## src/rtl/sdb_pkg.sv

```systemverilog
// Shared types and constants for the derivative bound block.
// No dependencies; imported by every module of the block.
package sdb_pkg;

  localparam int MIN_DEN_W = 17;  // min_denominator register width
  localparam int FACTOR_W  = 8;   // basis_factor width
  localparam int DIR_W     = 3;   // direction width
  localparam int CFG_IDX_W = 1;

  // config register indexes
  localparam logic [CFG_IDX_W-1:0] CFG_BASIS_KIND = 1'b0;
  localparam logic [CFG_IDX_W-1:0] CFG_MIN_DEN    = 1'b1;

  // basis_kind codes
  localparam logic BASIS_BEZIER  = 1'b0;
  localparam logic BASIS_BSPLINE = 1'b1;

  typedef enum logic [2:0] {
    S_IDLE,
    S_DIFF,
    S_MAG,
    S_MUL,
    S_DIV,
    S_FIN,
    S_UPD
  } sdb_state_t;

  typedef struct packed {
    logic load;  // capture input word
    logic diff;  // differences and divisor select
    logic mag;   // magnitude, sign, cap
    logic mul;   // product, divider init
    logic div;   // one divider step
    logic fin;   // clamp and sign
    logic upd;   // bounds update and output load
  } sdb_cmd_t;

  typedef struct packed {
    logic skip_div;
    logic div_last;
    logic out_free;
  } sdb_status_t;

endpackage

```

## src/rtl/sdb_ctrl.sv

```systemverilog
// Sequencer for the derivative bound block: one item at a time.
// Depends on sdb_pkg (state enum, command and status structs).
module sdb_ctrl
  import sdb_pkg::*;
(
  input  logic        clk,
  input  logic        rst,
  input  logic        in_valid,
  output logic        in_ready,
  input  sdb_status_t status,
  output sdb_cmd_t    cmd
);

  sdb_state_t state;
  sdb_state_t state_next;

  always_ff @(posedge clk) begin
    if (rst) begin
      state <= S_IDLE;
    end else begin
      state <= state_next;
    end
  end

  always_comb begin
    state_next = state;
    unique case (state)
      S_IDLE: if (in_valid) state_next = S_DIFF;
      S_DIFF: state_next = S_MAG;
      S_MAG:  state_next = S_MUL;
      S_MUL:  state_next = status.skip_div ? S_FIN : S_DIV;
      S_DIV:  if (status.div_last) state_next = S_FIN;
      S_FIN:  state_next = S_UPD;
      S_UPD:  if (status.out_free) state_next = S_IDLE;
      default: state_next = S_IDLE;
    endcase
  end

  always_comb begin
    cmd      = '0;
    in_ready = 1'b0;
    unique case (state)
      S_IDLE: begin
        in_ready = 1'b1;
        cmd.load = in_valid;
      end
      S_DIFF: cmd.diff = 1'b1;
      S_MAG:  cmd.mag  = 1'b1;
      S_MUL:  cmd.mul  = 1'b1;
      S_DIV:  cmd.div  = 1'b1;
      S_FIN:  cmd.fin  = 1'b1;
      S_UPD:  cmd.upd  = 1'b1;
      default: cmd = '0;
    endcase
  end

endmodule

```

## src/rtl/sdb_datapath.sv

```systemverilog
// Arithmetic datapath: difference, product, radix-2 restoring divide, clamp.
// Depends on sdb_pkg (command struct, field widths, basis codes).
module sdb_datapath
  import sdb_pkg::*;
#(
  parameter int VALUE_WIDTH = 32,
  parameter int FRAC_BITS   = 16
) (
  input  logic                          clk,
  input  sdb_cmd_t                      cmd,
  input  logic                          basis_kind,
  input  logic [MIN_DEN_W-1:0]          min_den,
  input  logic signed [VALUE_WIDTH-1:0] point_current,
  input  logic signed [VALUE_WIDTH-1:0] point_next,
  input  logic signed [VALUE_WIDTH-1:0] knot_high,
  input  logic signed [VALUE_WIDTH-1:0] knot_low,
  input  logic [FACTOR_W-1:0]           basis_factor,
  output logic                          skip_div,
  output logic                          div_last,
  output logic signed [VALUE_WIDTH-1:0] derivative,
  output logic                          saturated
);

  localparam int VW     = VALUE_WIDTH;
  localparam int PROD_W = VW + FACTOR_W;
  localparam int N      = PROD_W + FRAC_BITS;           // divide steps
  localparam int DEN_W  = (VW > MIN_DEN_W) ? VW : MIN_DEN_W;
  localparam int CMP_W  = DEN_W + 2;
  localparam int CNT_W  = $clog2(N + 1);

  // captured item
  logic signed [VW-1:0]   cur_r, nxt_r, kh_r, kl_r;
  logic [FACTOR_W-1:0]    factor_r;

  logic signed [VW:0]     diff;
  logic [DEN_W-1:0]       den;
  logic                   neg;
  logic [VW-1:0]          mag;
  logic [VW-1:0]          cap;
  logic [PROD_W-1:0]      prod;

  // divider
  logic [N-1:0]           dvd;
  logic [DEN_W-1:0]       rem;
  logic [VW:0]            quo;
  logic                   over;
  logic [CNT_W-1:0]       cnt;

  // combinational
  logic signed [VW:0]     diff_w, span_w, neg_diff;
  logic [MIN_DEN_W-1:0]   md_eff;
  logic signed [CMP_W-1:0] span_x, md_x;
  logic [DEN_W-1:0]       den_w;
  logic [PROD_W-1:0]      prod_w;
  logic [DEN_W:0]         rs, rs_sub;
  logic                   ge;
  logic [VW+1:0]          qs;
  logic [VW:0]            cap_p1;
  logic                   step_over;
  logic [VW-1:0]          mag_f;
  logic                   sat_f;

  assign skip_div = (factor_r == '0) || (basis_kind == BASIS_BEZIER);
  assign div_last = (cnt == CNT_W'(1));

  always_comb begin
    diff_w   = $signed({nxt_r[VW-1], nxt_r}) - $signed({cur_r[VW-1], cur_r});
    span_w   = $signed({kh_r[VW-1], kh_r}) - $signed({kl_r[VW-1], kl_r});
    md_eff   = (min_den == '0) ? MIN_DEN_W'(1) : min_den;
    span_x   = CMP_W'(span_w);
    md_x     = $signed(CMP_W'(md_eff));
    den_w    = (span_x > md_x) ? DEN_W'($unsigned(span_w)) : DEN_W'(md_eff);
    neg_diff = -diff;
    prod_w   = PROD_W'(factor_r) * PROD_W'(mag);
  end

  // one restoring step with the quotient held at cap+1 once it runs past cap
  always_comb begin
    rs        = {rem, dvd[N-1]};
    rs_sub    = rs - {1'b0, den};
    ge        = (rs >= {1'b0, den});
    qs        = {quo, ge};
    cap_p1    = {1'b0, cap} + (VW+1)'(1);
    step_over = (qs > (VW+2)'(cap));
  end

  always_comb begin
    mag_f = '0;
    sat_f = 1'b0;
    if (factor_r == '0) begin
      mag_f = '0;
    end else if (basis_kind == BASIS_BEZIER) begin
      if (prod > PROD_W'(cap)) begin
        mag_f = cap;
        sat_f = 1'b1;
      end else begin
        mag_f = prod[VW-1:0];
      end
    end else if (over) begin
      mag_f = cap;
      sat_f = 1'b1;
    end else begin
      mag_f = quo[VW-1:0];
    end
  end

  always_ff @(posedge clk) begin
    if (cmd.load) begin
      cur_r    <= point_current;
      nxt_r    <= point_next;
      kh_r     <= knot_high;
      kl_r     <= knot_low;
      factor_r <= basis_factor;
    end
    if (cmd.diff) begin
      diff <= diff_w;
      den  <= den_w;
    end
    if (cmd.mag) begin
      neg <= diff[VW];
      mag <= diff[VW] ? neg_diff[VW-1:0] : diff[VW-1:0];
      cap <= diff[VW] ? {1'b1, {(VW-1){1'b0}}} : {1'b0, {(VW-1){1'b1}}};
    end
    if (cmd.mul) begin
      prod <= prod_w;
      dvd  <= {prod_w, {FRAC_BITS{1'b0}}};
      rem  <= '0;
      quo  <= '0;
      over <= 1'b0;
      cnt  <= CNT_W'(N);
    end
    if (cmd.div) begin
      dvd  <= {dvd[N-2:0], 1'b0};
      rem  <= ge ? rs_sub[DEN_W-1:0] : rs[DEN_W-1:0];
      quo  <= step_over ? cap_p1 : qs[VW:0];
      over <= over | step_over;
      cnt  <= cnt - CNT_W'(1);
    end
    if (cmd.fin) begin
      derivative <= neg ? -$signed(mag_f) : $signed(mag_f);
      saturated  <= sat_f;
    end
  end

endmodule

```

## src/rtl/sdb_bounds.sv

```systemverilog
// Per-direction running min/max store and the output word register.
// Depends on sdb_pkg (command struct, direction width).
module sdb_bounds
  import sdb_pkg::*;
#(
  parameter int MAX_DIM     = 8,
  parameter int VALUE_WIDTH = 32
) (
  input  logic                          clk,
  input  logic                          rst,
  input  sdb_cmd_t                      cmd,
  input  logic [DIR_W-1:0]              direction,
  input  logic                          last,
  input  logic signed [VALUE_WIDTH-1:0] derivative,
  input  logic                          saturated,
  input  logic                          out_ready,
  output logic                          out_valid,
  output logic                          out_free,
  output logic signed [VALUE_WIDTH-1:0] out_derivative,
  output logic                          out_saturated,
  output logic signed [VALUE_WIDTH-1:0] out_min,
  output logic signed [VALUE_WIDTH-1:0] out_max,
  output logic                          out_last
);

  localparam int VW    = VALUE_WIDTH;
  localparam int IDX_W = (MAX_DIM > 1) ? $clog2(MAX_DIM) : 1;
  localparam logic signed [VW-1:0] VMAX = {1'b0, {(VW-1){1'b1}}};
  localparam logic signed [VW-1:0] VMIN = {1'b1, {(VW-1){1'b0}}};

  logic signed [VW-1:0] rmin [MAX_DIM];
  logic signed [VW-1:0] rmax [MAX_DIM];
  logic [DIR_W-1:0]     dir_r;
  logic                 last_r;

  logic                 in_range;
  logic [IDX_W-1:0]     idx;
  logic signed [VW-1:0] new_min, new_max;
  logic                 fire;

  always_comb begin
    in_range = (int'(dir_r) < MAX_DIM);
    idx      = IDX_W'(dir_r);
    new_min  = (derivative < rmin[idx]) ? derivative : rmin[idx];
    new_max  = (derivative > rmax[idx]) ? derivative : rmax[idx];
    out_free = !out_valid || out_ready;
    fire     = cmd.upd && out_free;
  end

  always_ff @(posedge clk) begin
    if (cmd.load) begin
      dir_r  <= direction;
      last_r <= last;
    end
    if (fire) begin
      out_derivative <= derivative;
      out_saturated  <= saturated;
      out_min        <= in_range ? new_min : VMAX;
      out_max        <= in_range ? new_max : VMIN;
      out_last       <= last_r;
    end
  end

  always_ff @(posedge clk) begin
    if (rst) begin
      out_valid <= 1'b0;
      for (int d = 0; d < MAX_DIM; d++) begin
        rmin[d] <= VMAX;
        rmax[d] <= VMIN;
      end
    end else begin
      if (fire) begin
        out_valid <= 1'b1;
      end else if (out_ready) begin
        out_valid <= 1'b0;
      end
      if (fire && last_r) begin
        for (int d = 0; d < MAX_DIM; d++) begin
          rmin[d] <= VMAX;
          rmax[d] <= VMIN;
        end
      end else if (fire && in_range) begin
        rmin[idx] <= new_min;
        rmax[idx] <= new_max;
      end
    end
  end

endmodule

```

## src/rtl/spline_derivative_bound.sv

```systemverilog
// Derivative control points of a B-spline or Bezier curve, with per-direction
// running bounds. Each accepted word carries two neighboring control-point
// coordinates, the two knots bounding the derivative support, a basis factor
// and a direction. The result is factor*(next-current) in Bezier mode, and
// factor*(next-current)/max(knot_high-knot_low, min_denominator) in B-spline
// mode, signed fixed point with FRAC_BITS fraction bits, clamped to the
// VALUE_WIDTH signed range with tuser set when clamped. A zero factor gives 0.
// Each result also carries the running min and max for its direction (this
// item included); a direction at or above MAX_DIM reports the empty bounds
// (most positive min, most negative max). After a word with tlast set all
// directions return to the empty bounds. One item is in flight at a time.
// B-spline items with a nonzero factor pass through the radix-2 divider,
// which retires one quotient bit a cycle over VALUE_WIDTH+8+FRAC_BITS
// dividend bits; Bezier items and zero-factor items skip it. The result
// register lets the next word be taken while a finished result waits on
// m_axis_tready.
// Config writes (cfg_index 0: basis_kind, 1: min_denominator) are always
// accepted and must only be issued while the block is idle.
module spline_derivative_bound
  import sdb_pkg::*;
#(
  parameter int MAX_DIM     = 8,
  parameter int FRAC_BITS   = 16,
  parameter int VALUE_WIDTH = 32
) (
  input  logic                                 clk,
  input  logic                                 rst,
  // input stream
  input  logic                                 s_axis_tvalid,
  output logic                                 s_axis_tready,
  // point_current, point_next, knot_high, knot_low, basis_factor, zero pad
  input  logic [((4*VALUE_WIDTH+FACTOR_W+7)/8)*8-1:0] s_axis_tdata,
  // direction
  input  logic [DIR_W-1:0]                     s_axis_tuser,
  input  logic                                 s_axis_tlast,
  // output stream
  output logic                                 m_axis_tvalid,
  input  logic                                 m_axis_tready,
  // derivative, min_value, max_value, zero pad
  output logic [((3*VALUE_WIDTH+7)/8)*8-1:0]   m_axis_tdata,
  // saturated
  output logic                                 m_axis_tuser,
  output logic                                 m_axis_tlast,
  // config write channel
  input  logic                                 cfg_valid,
  output logic                                 cfg_ready,
  input  logic [CFG_IDX_W-1:0]                 cfg_index,
  input  logic [MIN_DEN_W-1:0]                 cfg_data
);

  localparam int VW         = VALUE_WIDTH;
  localparam int OUT_DATA_W = ((3*VALUE_WIDTH+7)/8)*8;

  // config registers
  logic                 basis_kind;
  logic [MIN_DEN_W-1:0] min_den;

  sdb_cmd_t    cmd;
  sdb_status_t status;
  logic        skip_div, div_last, out_free;

  logic signed [VW-1:0] derivative;
  logic                 saturated;
  logic signed [VW-1:0] out_derivative, out_min, out_max;

  assign cfg_ready = 1'b1;

  always_ff @(posedge clk) begin
    if (rst) begin
      basis_kind <= BASIS_BSPLINE;
      min_den    <= MIN_DEN_W'(1);
    end else if (cfg_valid && cfg_ready) begin
      unique case (cfg_index)
        CFG_BASIS_KIND: basis_kind <= cfg_data[0];
        CFG_MIN_DEN:    min_den    <= cfg_data;
        default: ;
      endcase
    end
  end

  assign status.skip_div = skip_div;
  assign status.div_last = div_last;
  assign status.out_free = out_free;

  sdb_ctrl u_ctrl (
    .clk      (clk),
    .rst      (rst),
    .in_valid (s_axis_tvalid),
    .in_ready (s_axis_tready),
    .status   (status),
    .cmd      (cmd)
  );

  sdb_datapath #(
    .VALUE_WIDTH (VALUE_WIDTH),
    .FRAC_BITS   (FRAC_BITS)
  ) u_datapath (
    .clk           (clk),
    .cmd           (cmd),
    .basis_kind    (basis_kind),
    .min_den       (min_den),
    .point_current ($signed(s_axis_tdata[VW-1:0])),
    .point_next    ($signed(s_axis_tdata[2*VW-1:VW])),
    .knot_high     ($signed(s_axis_tdata[3*VW-1:2*VW])),
    .knot_low      ($signed(s_axis_tdata[4*VW-1:3*VW])),
    .basis_factor  (s_axis_tdata[4*VW+FACTOR_W-1:4*VW]),
    .skip_div      (skip_div),
    .div_last      (div_last),
    .derivative    (derivative),
    .saturated     (saturated)
  );

  sdb_bounds #(
    .MAX_DIM     (MAX_DIM),
    .VALUE_WIDTH (VALUE_WIDTH)
  ) u_bounds (
    .clk            (clk),
    .rst            (rst),
    .cmd            (cmd),
    .direction      (s_axis_tuser),
    .last           (s_axis_tlast),
    .derivative     (derivative),
    .saturated      (saturated),
    .out_ready      (m_axis_tready),
    .out_valid      (m_axis_tvalid),
    .out_free       (out_free),
    .out_derivative (out_derivative),
    .out_saturated  (m_axis_tuser),
    .out_min        (out_min),
    .out_max        (out_max),
    .out_last       (m_axis_tlast)
  );

  assign m_axis_tdata = OUT_DATA_W'({out_max, out_min, out_derivative});

endmodule

```

## config.mk

```make
export PLATFORM = sky130hd
export DESIGN_NAME = spline_derivative_bound
export DESIGN_NICKNAME = d
export VERILOG_FILES = /design/src/rtl/sdb_pkg.sv /design/src/rtl/sdb_ctrl.sv /design/src/rtl/sdb_datapath.sv /design/src/rtl/sdb_bounds.sv /design/src/rtl/spline_derivative_bound.sv
export SDC_FILE = /design/constraint.sdc
export NUM_CORES = 2
export LEC_CHECK = 0
export ABC_AREA = 1
export BUFFER_PORTS_ARGS = -buffer_cell sky130_fd_sc_hd__buf_4
export CAP_MARGIN = 40
export CORE_MARGIN = 8
export CORE_UTILIZATION = 45
export DETAILED_ROUTE_END_ITERATION = 10
export PLACE_DENSITY_LB_ADDON = 0.08
export SLEW_MARGIN = 20
export SYNTH_ARGS = -nofsm -noshare
export SYNTH_HDL_FRONTEND = slang
export SYNTH_SLANG_ARGS = --single-unit
```

## constraint.sdc

```tcl
create_clock -name clk -period 10.1 [get_ports clk]
set_clock_uncertainty 0.05 [all_clocks]
set_input_delay 0.505 -clock clk [delete_from_list [all_inputs] [get_ports clk]]
set_output_delay 0.505 -clock clk [all_outputs]
set_load 0.02 [all_outputs]
```

## Word-level counts from Yosys, hierarchy flattened

Memory sizes are Yosys's and may differ from the RTL's. A register that Yosys moved wholly into a read port is not among the register bits.
Cells that the tools add are included.

| operators by class | value |
|---|---|
| equal/unequal tests | 10 |
| bitwise gates (word level) | 19 |
| add/subtract/negate cells | 7 |
| order comparisons | 6 |
| multiplexer cells | 74 |
| multipliers | 1 |
| reductions and logical operators | 15 |

Operator list:

| operator | number |
|---|---|
| $mux W32 | 30 |
| $mux W56 | 2 |
| $mux W33 | 3 |
| $sub A32 B32 Y33 | 2 |
| $neg A32 Y32 | 2 |
| $reduce_or A32 Y1 | 2 |
| $gt A40 B32 Y1 | 1 |
| $mul A8 B32 Y40 | 1 |
| $gt A34 B32 Y1 | 1 |
| $mux W17 | 2 |
| $add A32 B1 Y33 const B | 1 |
| $ge A33 B32 Y1 | 1 |
| $gt A33 B18 Y1 | 1 |
| $gt A32 B32 Y1 | 1 |
| $lt A32 B32 Y1 | 1 |
| $sub A32 B32 Y32 | 1 |
| $mux W1 | 27 |
| $mux W3 | 7 |
| $pmux W3 S7 | 1 |
| $logic_not A17 Y1 | 1 |
| $or A1 B1 Y1 | 17 |
| $mux W6 | 2 |
| $eq A3 B3 Y1 const B | 3 |
| $logic_not A8 Y1 | 1 |
| 13 further kinds | 21 |

| word-level totals | value |
|---|---|
| flip-flop bits (word level) | 575 |
| word-level logic and storage cells | 165 |
| memories | 2 |
| output and inout bits | 101 |
| bits in writable memories | 512 |
| bits of input ports | 163 |

Memories:

| name | words | width | read ports | clocked after Yosys merged registers in | wr ports | line | RTL |
|---|---|---|---|---|---|---|---|
| u_bounds.rmax | 8 | 32 | 1 | 1 | 8 | sdb_bounds.sv:32 | `logic signed [VW-1:0] rmax [MAX_DIM];` |
| u_bounds.rmin | 8 | 32 | 1 | 1 | 8 | sdb_bounds.sv:31 | `logic signed [VW-1:0] rmin [MAX_DIM];` |

## Depth between registers and ports, before layout

| logic depth | value |
|---|---|
| word-level depth | 9 |
| mapped depth | 30 |
| mapped depth without buffers | 29 |

## Modules after synthesis

From an unflattened synthesis, not the netlist that was laid out.

| second synthesis, totals | value |
|---|---|
| cell total of the unflattened synthesis | 6511 |
| area, all modules | 61966.9 µm² |

Modules (own cells, without submodules):

| module | area an instance (µm²) | times used | cells each | sequential area each (µm²) |
|---|---|---|---|---|
| sdb_datapath | 32875.3 | 1 | 3822 | 12612.1 |
| sdb_bounds | 28120.7 | 1 | 2538 | 18517.8 |
| spline_derivative_bound | 749.5 | 1 | 114 | 360.3 |
| sdb_ctrl | 221.5 | 1 | 37 | 60.1 |

## Least setup slack after synthesis

OpenSTA, ideal clock, no wires.

| path | value |
|---|---|
| path kind | register to register |
| start point | reg u_ctrl.state[1] |
| end point | reg u_datapath.cnt[0], enable pin |
| path slack | 947 ps |
| arrival time | 8365 ps |
| data required time | 9313 ps |
| buffers on the path | 0 |
| cell stages (with the launch flop) | 5 |
| library setup time | 737 ps |
| cells stage by stage | dfxtp_1 -> inv_1 -> nor2_1 -> inv_1 -> o21ai_0 |

| between the ends | value |
|---|---|
| word-level cells in the longest chain between the ends | 3 |

RTL lines:

| element | line | RTL |
|---|---|---|
| start: declaration | sdb_ctrl.sv:14 | `sdb_state_t state;` |
| start signal: assignment | sdb_ctrl.sv:21 | `state <= state_next;` |
| $eq A3 B3 Y1 or $eq A3 B2 Y1 (tied branches) | sdb_ctrl.sv:42 | `unique case (state)` |
| $mux W1 | sdb_ctrl.sv:42 |  |
| $reduce_bool A2 Y1 (no line) (*) | - |  |
| end signal: assignment | sdb_datapath.sv:130 | `cnt <= CNT_W'(N);` |
| end signal: assignment | sdb_datapath.sv:137 | `cnt <= cnt - CNT_W'(1);` |
| end: declaration | sdb_datapath.sv:47 | `logic [CNT_W-1:0] cnt;` |

Mark *: on every way between the ends. The rest lies on a longest branch, timed or not.
A chain may end at the register's enable or synchronous reset.

## Worst setup path after layout

| path | value |
|---|---|
| start point | reg u_datapath.factor_r[6] |
| end point | reg u_datapath.dvd[51], data pin |

| between the ends | value |
|---|---|
| word-level cells in the longest chain between the ends | 3 |

RTL lines:

| element | line | RTL |
|---|---|---|
| start: declaration | sdb_datapath.sv:33 | `logic [FACTOR_W-1:0] factor_r;` |
| start signal: assignment | sdb_datapath.sv:113 | `factor_r <= basis_factor;` |
| $mul A8 B32 Y40 | sdb_datapath.sv:74 | `prod_w = PROD_W'(factor_r) * PROD_W'(mag);` |
| $mux W56 | sdb_datapath.sv:124 | `if (cmd.mul) begin` |
| $mux W56 | sdb_datapath.sv:132 | `if (cmd.div) begin` |
| end signal: assignment | sdb_datapath.sv:126 | `dvd <= {prod_w, {FRAC_BITS{1'b0}}};` |
| end signal: assignment | sdb_datapath.sv:133 | `dvd <= {dvd[N-2:0], 1'b0};` |
| end: declaration | sdb_datapath.sv:43 | `logic [N-1:0] dvd;` |

Every way passes these cells. The select of a mux whose other input is x is not followed.

==> summary.txt <==
Status
  – Outcome: complete, no violations

Routing
  – Drt total wl: 170,000 um
  – First DRT Iteration DRCs: 3,331
  – DRC: 0
  – Detailed Routing Iterations Pass 1: 6
  – Drt wl/cell: 19.8 um
  – Post-route ant nets: 0
  – DR vias/cell: ~5.3
  – Via count: approximately 46,000

Critical path
  – Crit path max-delay family: adder cells
  – CP Cell Sequence: buf_4, nand2_1, inv_1, fa_1, fa_1, fa_1, inv_1, fa_1, inv_1, ha_1, a21oi_1, o21ai_0, a21oi_1, o21ai_0, a21oi_1, o21bai_1, a31oi_1, o21ai_0, or2_2, nand3_1, nand2_1
  – Type of the worst setup path: reg2reg
  – CP peak stage delay: 560 ps
  – Crit Reg-Reg Startpoint: u_datapath.factor_r[6]
  – Worst Setup End Kind: flop
  – Crit path max-delay cell type: fa_1
  – Buf+Inv Stages, Crit Path: 4
  – Highest fanout seen on the critical path: 33
  – Worst Path Arrival: 6270 ps
  – Launch point of the critical path: u_datapath.factor_r[6]
  – Critical Path Most Common Cell: fa_1
  – FF-to-FF setup slack: 4230 ps
  – Worst Path Required: 10,510 ps
  – Capturing point of the worst reg2reg path: u_datapath.dvd[51]
  – CP startpoint kind: flop
  – Worst reg2reg path depth: 21

CTS
  – Clk root buf: clkbuf_16
  – Clock buffer depth: 3
  – TritonCTS clock tree: yes
  – CTS buffer count: 115
  – H-tree level count: 3
  – Clock transition at the registers of the reported paths: 70 ps
  – Sink Count: 1,059
  – Clock latency on the worst-skew pair: 750 ps

Floorplanning
  – DIE WIDTH: between 300 and 400 um
  – Placeable core area: between 0.1 and 0.15 mm2
  – Die Ht: 386 um
  – IO Pins: 264
  – Initial Utilization: 0.454
  – Die Area: 0.149 mm2
  – Num rows: 135

Finish
  – Design area: 0.0708 mm2
  – Non-filler instance count after layout: roughly 8,600
  – Share of cells above drive strength 1: 0.107
  – Area grow syn2layout: 15.2%
  – Final nets: 7,369

STA
  – Normalized max-slew margin: 0.474
  – TNS Setup: 0 ps
  – Worst Max-Slew Pin Slew: roughly 800 ps
  – RSZ-0062 raised after global routing: false
  – Final min period: 5870 ps
  – Max Clk Rate: 0.170 GHz
  – # setup viols final: 0
  – Slew Limit Fails: 0
  – Final Hold Vio Count: 0
  – Final period utilization: 0.581

Logic synthesis
  – EDFF count, synth: roughly 1,000
  – Synthesized instance count: 6,383
  – Ys async rst share: 0
  – Largest area contributor in the netlist: edfxtp_1
  – Synth Flop Type: edfxtp_1
  – Area share of the largest cell type after synthesis: 0.505
  – Synth cell types: 65
  – Post-synthesis area per instance: between 9 and 10 um2
  – Synth top area cells: edfxtp_1 (51%), nand2_1 (6.4%), ha_1 (6.2%)
  – Synth Cell Area: approximately 0.061 mm2
  – Top-count cell post-synth: nand2_1
  – Commonest cells in the synthesized netlist: nand2_1 (1,053), edfxtp_1 (1,034), inv_1 (834)
  – #FFs+latches synth: about 1,100
  – Synth Net Count: 7,034
  – Sequential share of the synthesized area: 0.513
  – Synth warn: 0

GRT
  – GR Util All Layers: 0.225
  – Number of antenna violations at the first check in global routing: 2
  – First-pass GRT wire length: between 200,000 and 300,000 um
  – Vias in the first global route: 46,100
  – Global route total overflow: 0
  – Largest net degree at the start of global routing: 113

Placed design
  – Placed cells: ~8,200
  – Cell Area, Placed: between 0.06 and 0.07 mm2
  – RD Place Congestion: 0.870
  – IO buf count: 262
  – Dpl hpwl: 110,000 um

Min path
  – Hold path endpoint: min_den[2]
  – Hold Path Depth: 3
  – HP Start: cfg_data[2]
  – Worst min-delay path class: in2reg

Run
  – Max-cap viol count: 0
how the worst max path moves through the flow:
stage               slack (ps)             endpoint  cells after the start
floorplan                  950    u_datapath.cnt[0]                      4
global placement          4000  u_bounds.rmin[2][1]                     18
detailed placement        3920  u_bounds.rmin[2][1]                     18
CTS                       3920  u_bounds.rmin[2][1]                     18
global route              3700   u_datapath.dvd[51]                     21
finish                    4230   u_datapath.dvd[51]                     21
layout by cell type, fill, tap and decap left out, types with 115 or more instances in the layout:
master and n:
inv_1 830, fa_1 183, buf_4 320, nand2_1 1044, edfxtp_1 1034, o21ai_0 454
nand3_1 403, ha_1 305, dlygate4sd3_1 161, a21oi_1 294, nor2_1 797, clkbuf_16 115
flip-flops by register name, summed over array words and instances (netlist names), 33 cells and up, named ones only:
signal	cells
u_bounds.rmin	256
u_datapath.prod	40
u_datapath.diff	33
u_datapath.dvd	40
u_datapath.quo	33
u_bounds.rmax	256
routing by layer:
metal	vias up	global-route usage	wire length [um]
met4	0	0.0638	5260
met2	1326	0.390	82000
li1	22100	-	-
met1	22000	0.291	72600
met5	-	0	0
met3	315	0.0356	9990
stage by stage:
stage               hold slack, ps  setup slack [ps]  utilization
global placement               385              4000        0.480
finish                        44.5              4230        0.523
global route                  34.1              3700        0.523
CTS                           3.06              3920        0.521
floorplan                      350               947            -
detailed placement             406              3920        0.482
kinds of logic (layout without fill, tap and decap cells):
family,after synthesis,count (layout),synth area share
AO/OA/AOI/OAI,1056,1056,0.0976
XOR/XNOR,166,166,0.0243
adder cells (fa/ha/maj),488,488,0.122
buffers and inverters,1127,1557,0.0720
flip-flops,1059,1059,0.513
other,1,2,0.0000610
AND/OR/NAND/NOR,2486,2486,0.171
repair_timing:
action | in CTS | in global routing
gates resized for setup | 0 | 0
hold endpoints to repair | 163 | 0
hold buffers | 161 | 0
setup buffers | 0 | 0
worst min-delay path, cell delays in order:
cell,delay [ps]
buf_4,90
o21ai_0,80
a21oi_1,120
final cells by class:
| type | count | area, um2 |
|---|---|---|
| Antenna cell | 1 | 2.50 |
| Clock buffer | 139 | 3000 |
| Clock inverter | 73 | 729 |
| Fill cell | 12400 | 64700 |
| Inverter | 843 | 3180 |
| Multi-Input combinational cell | 4197 | 25600 |
| Sequential cell | 1059 | 31600 |
| Tap cell | 1781 | 2230 |
| Timing Repair Buffer | 502 | 4460 |
Power is not shown: default switching activity piles up to over one toggle a cycle in this logic, so the estimate is an artifact.
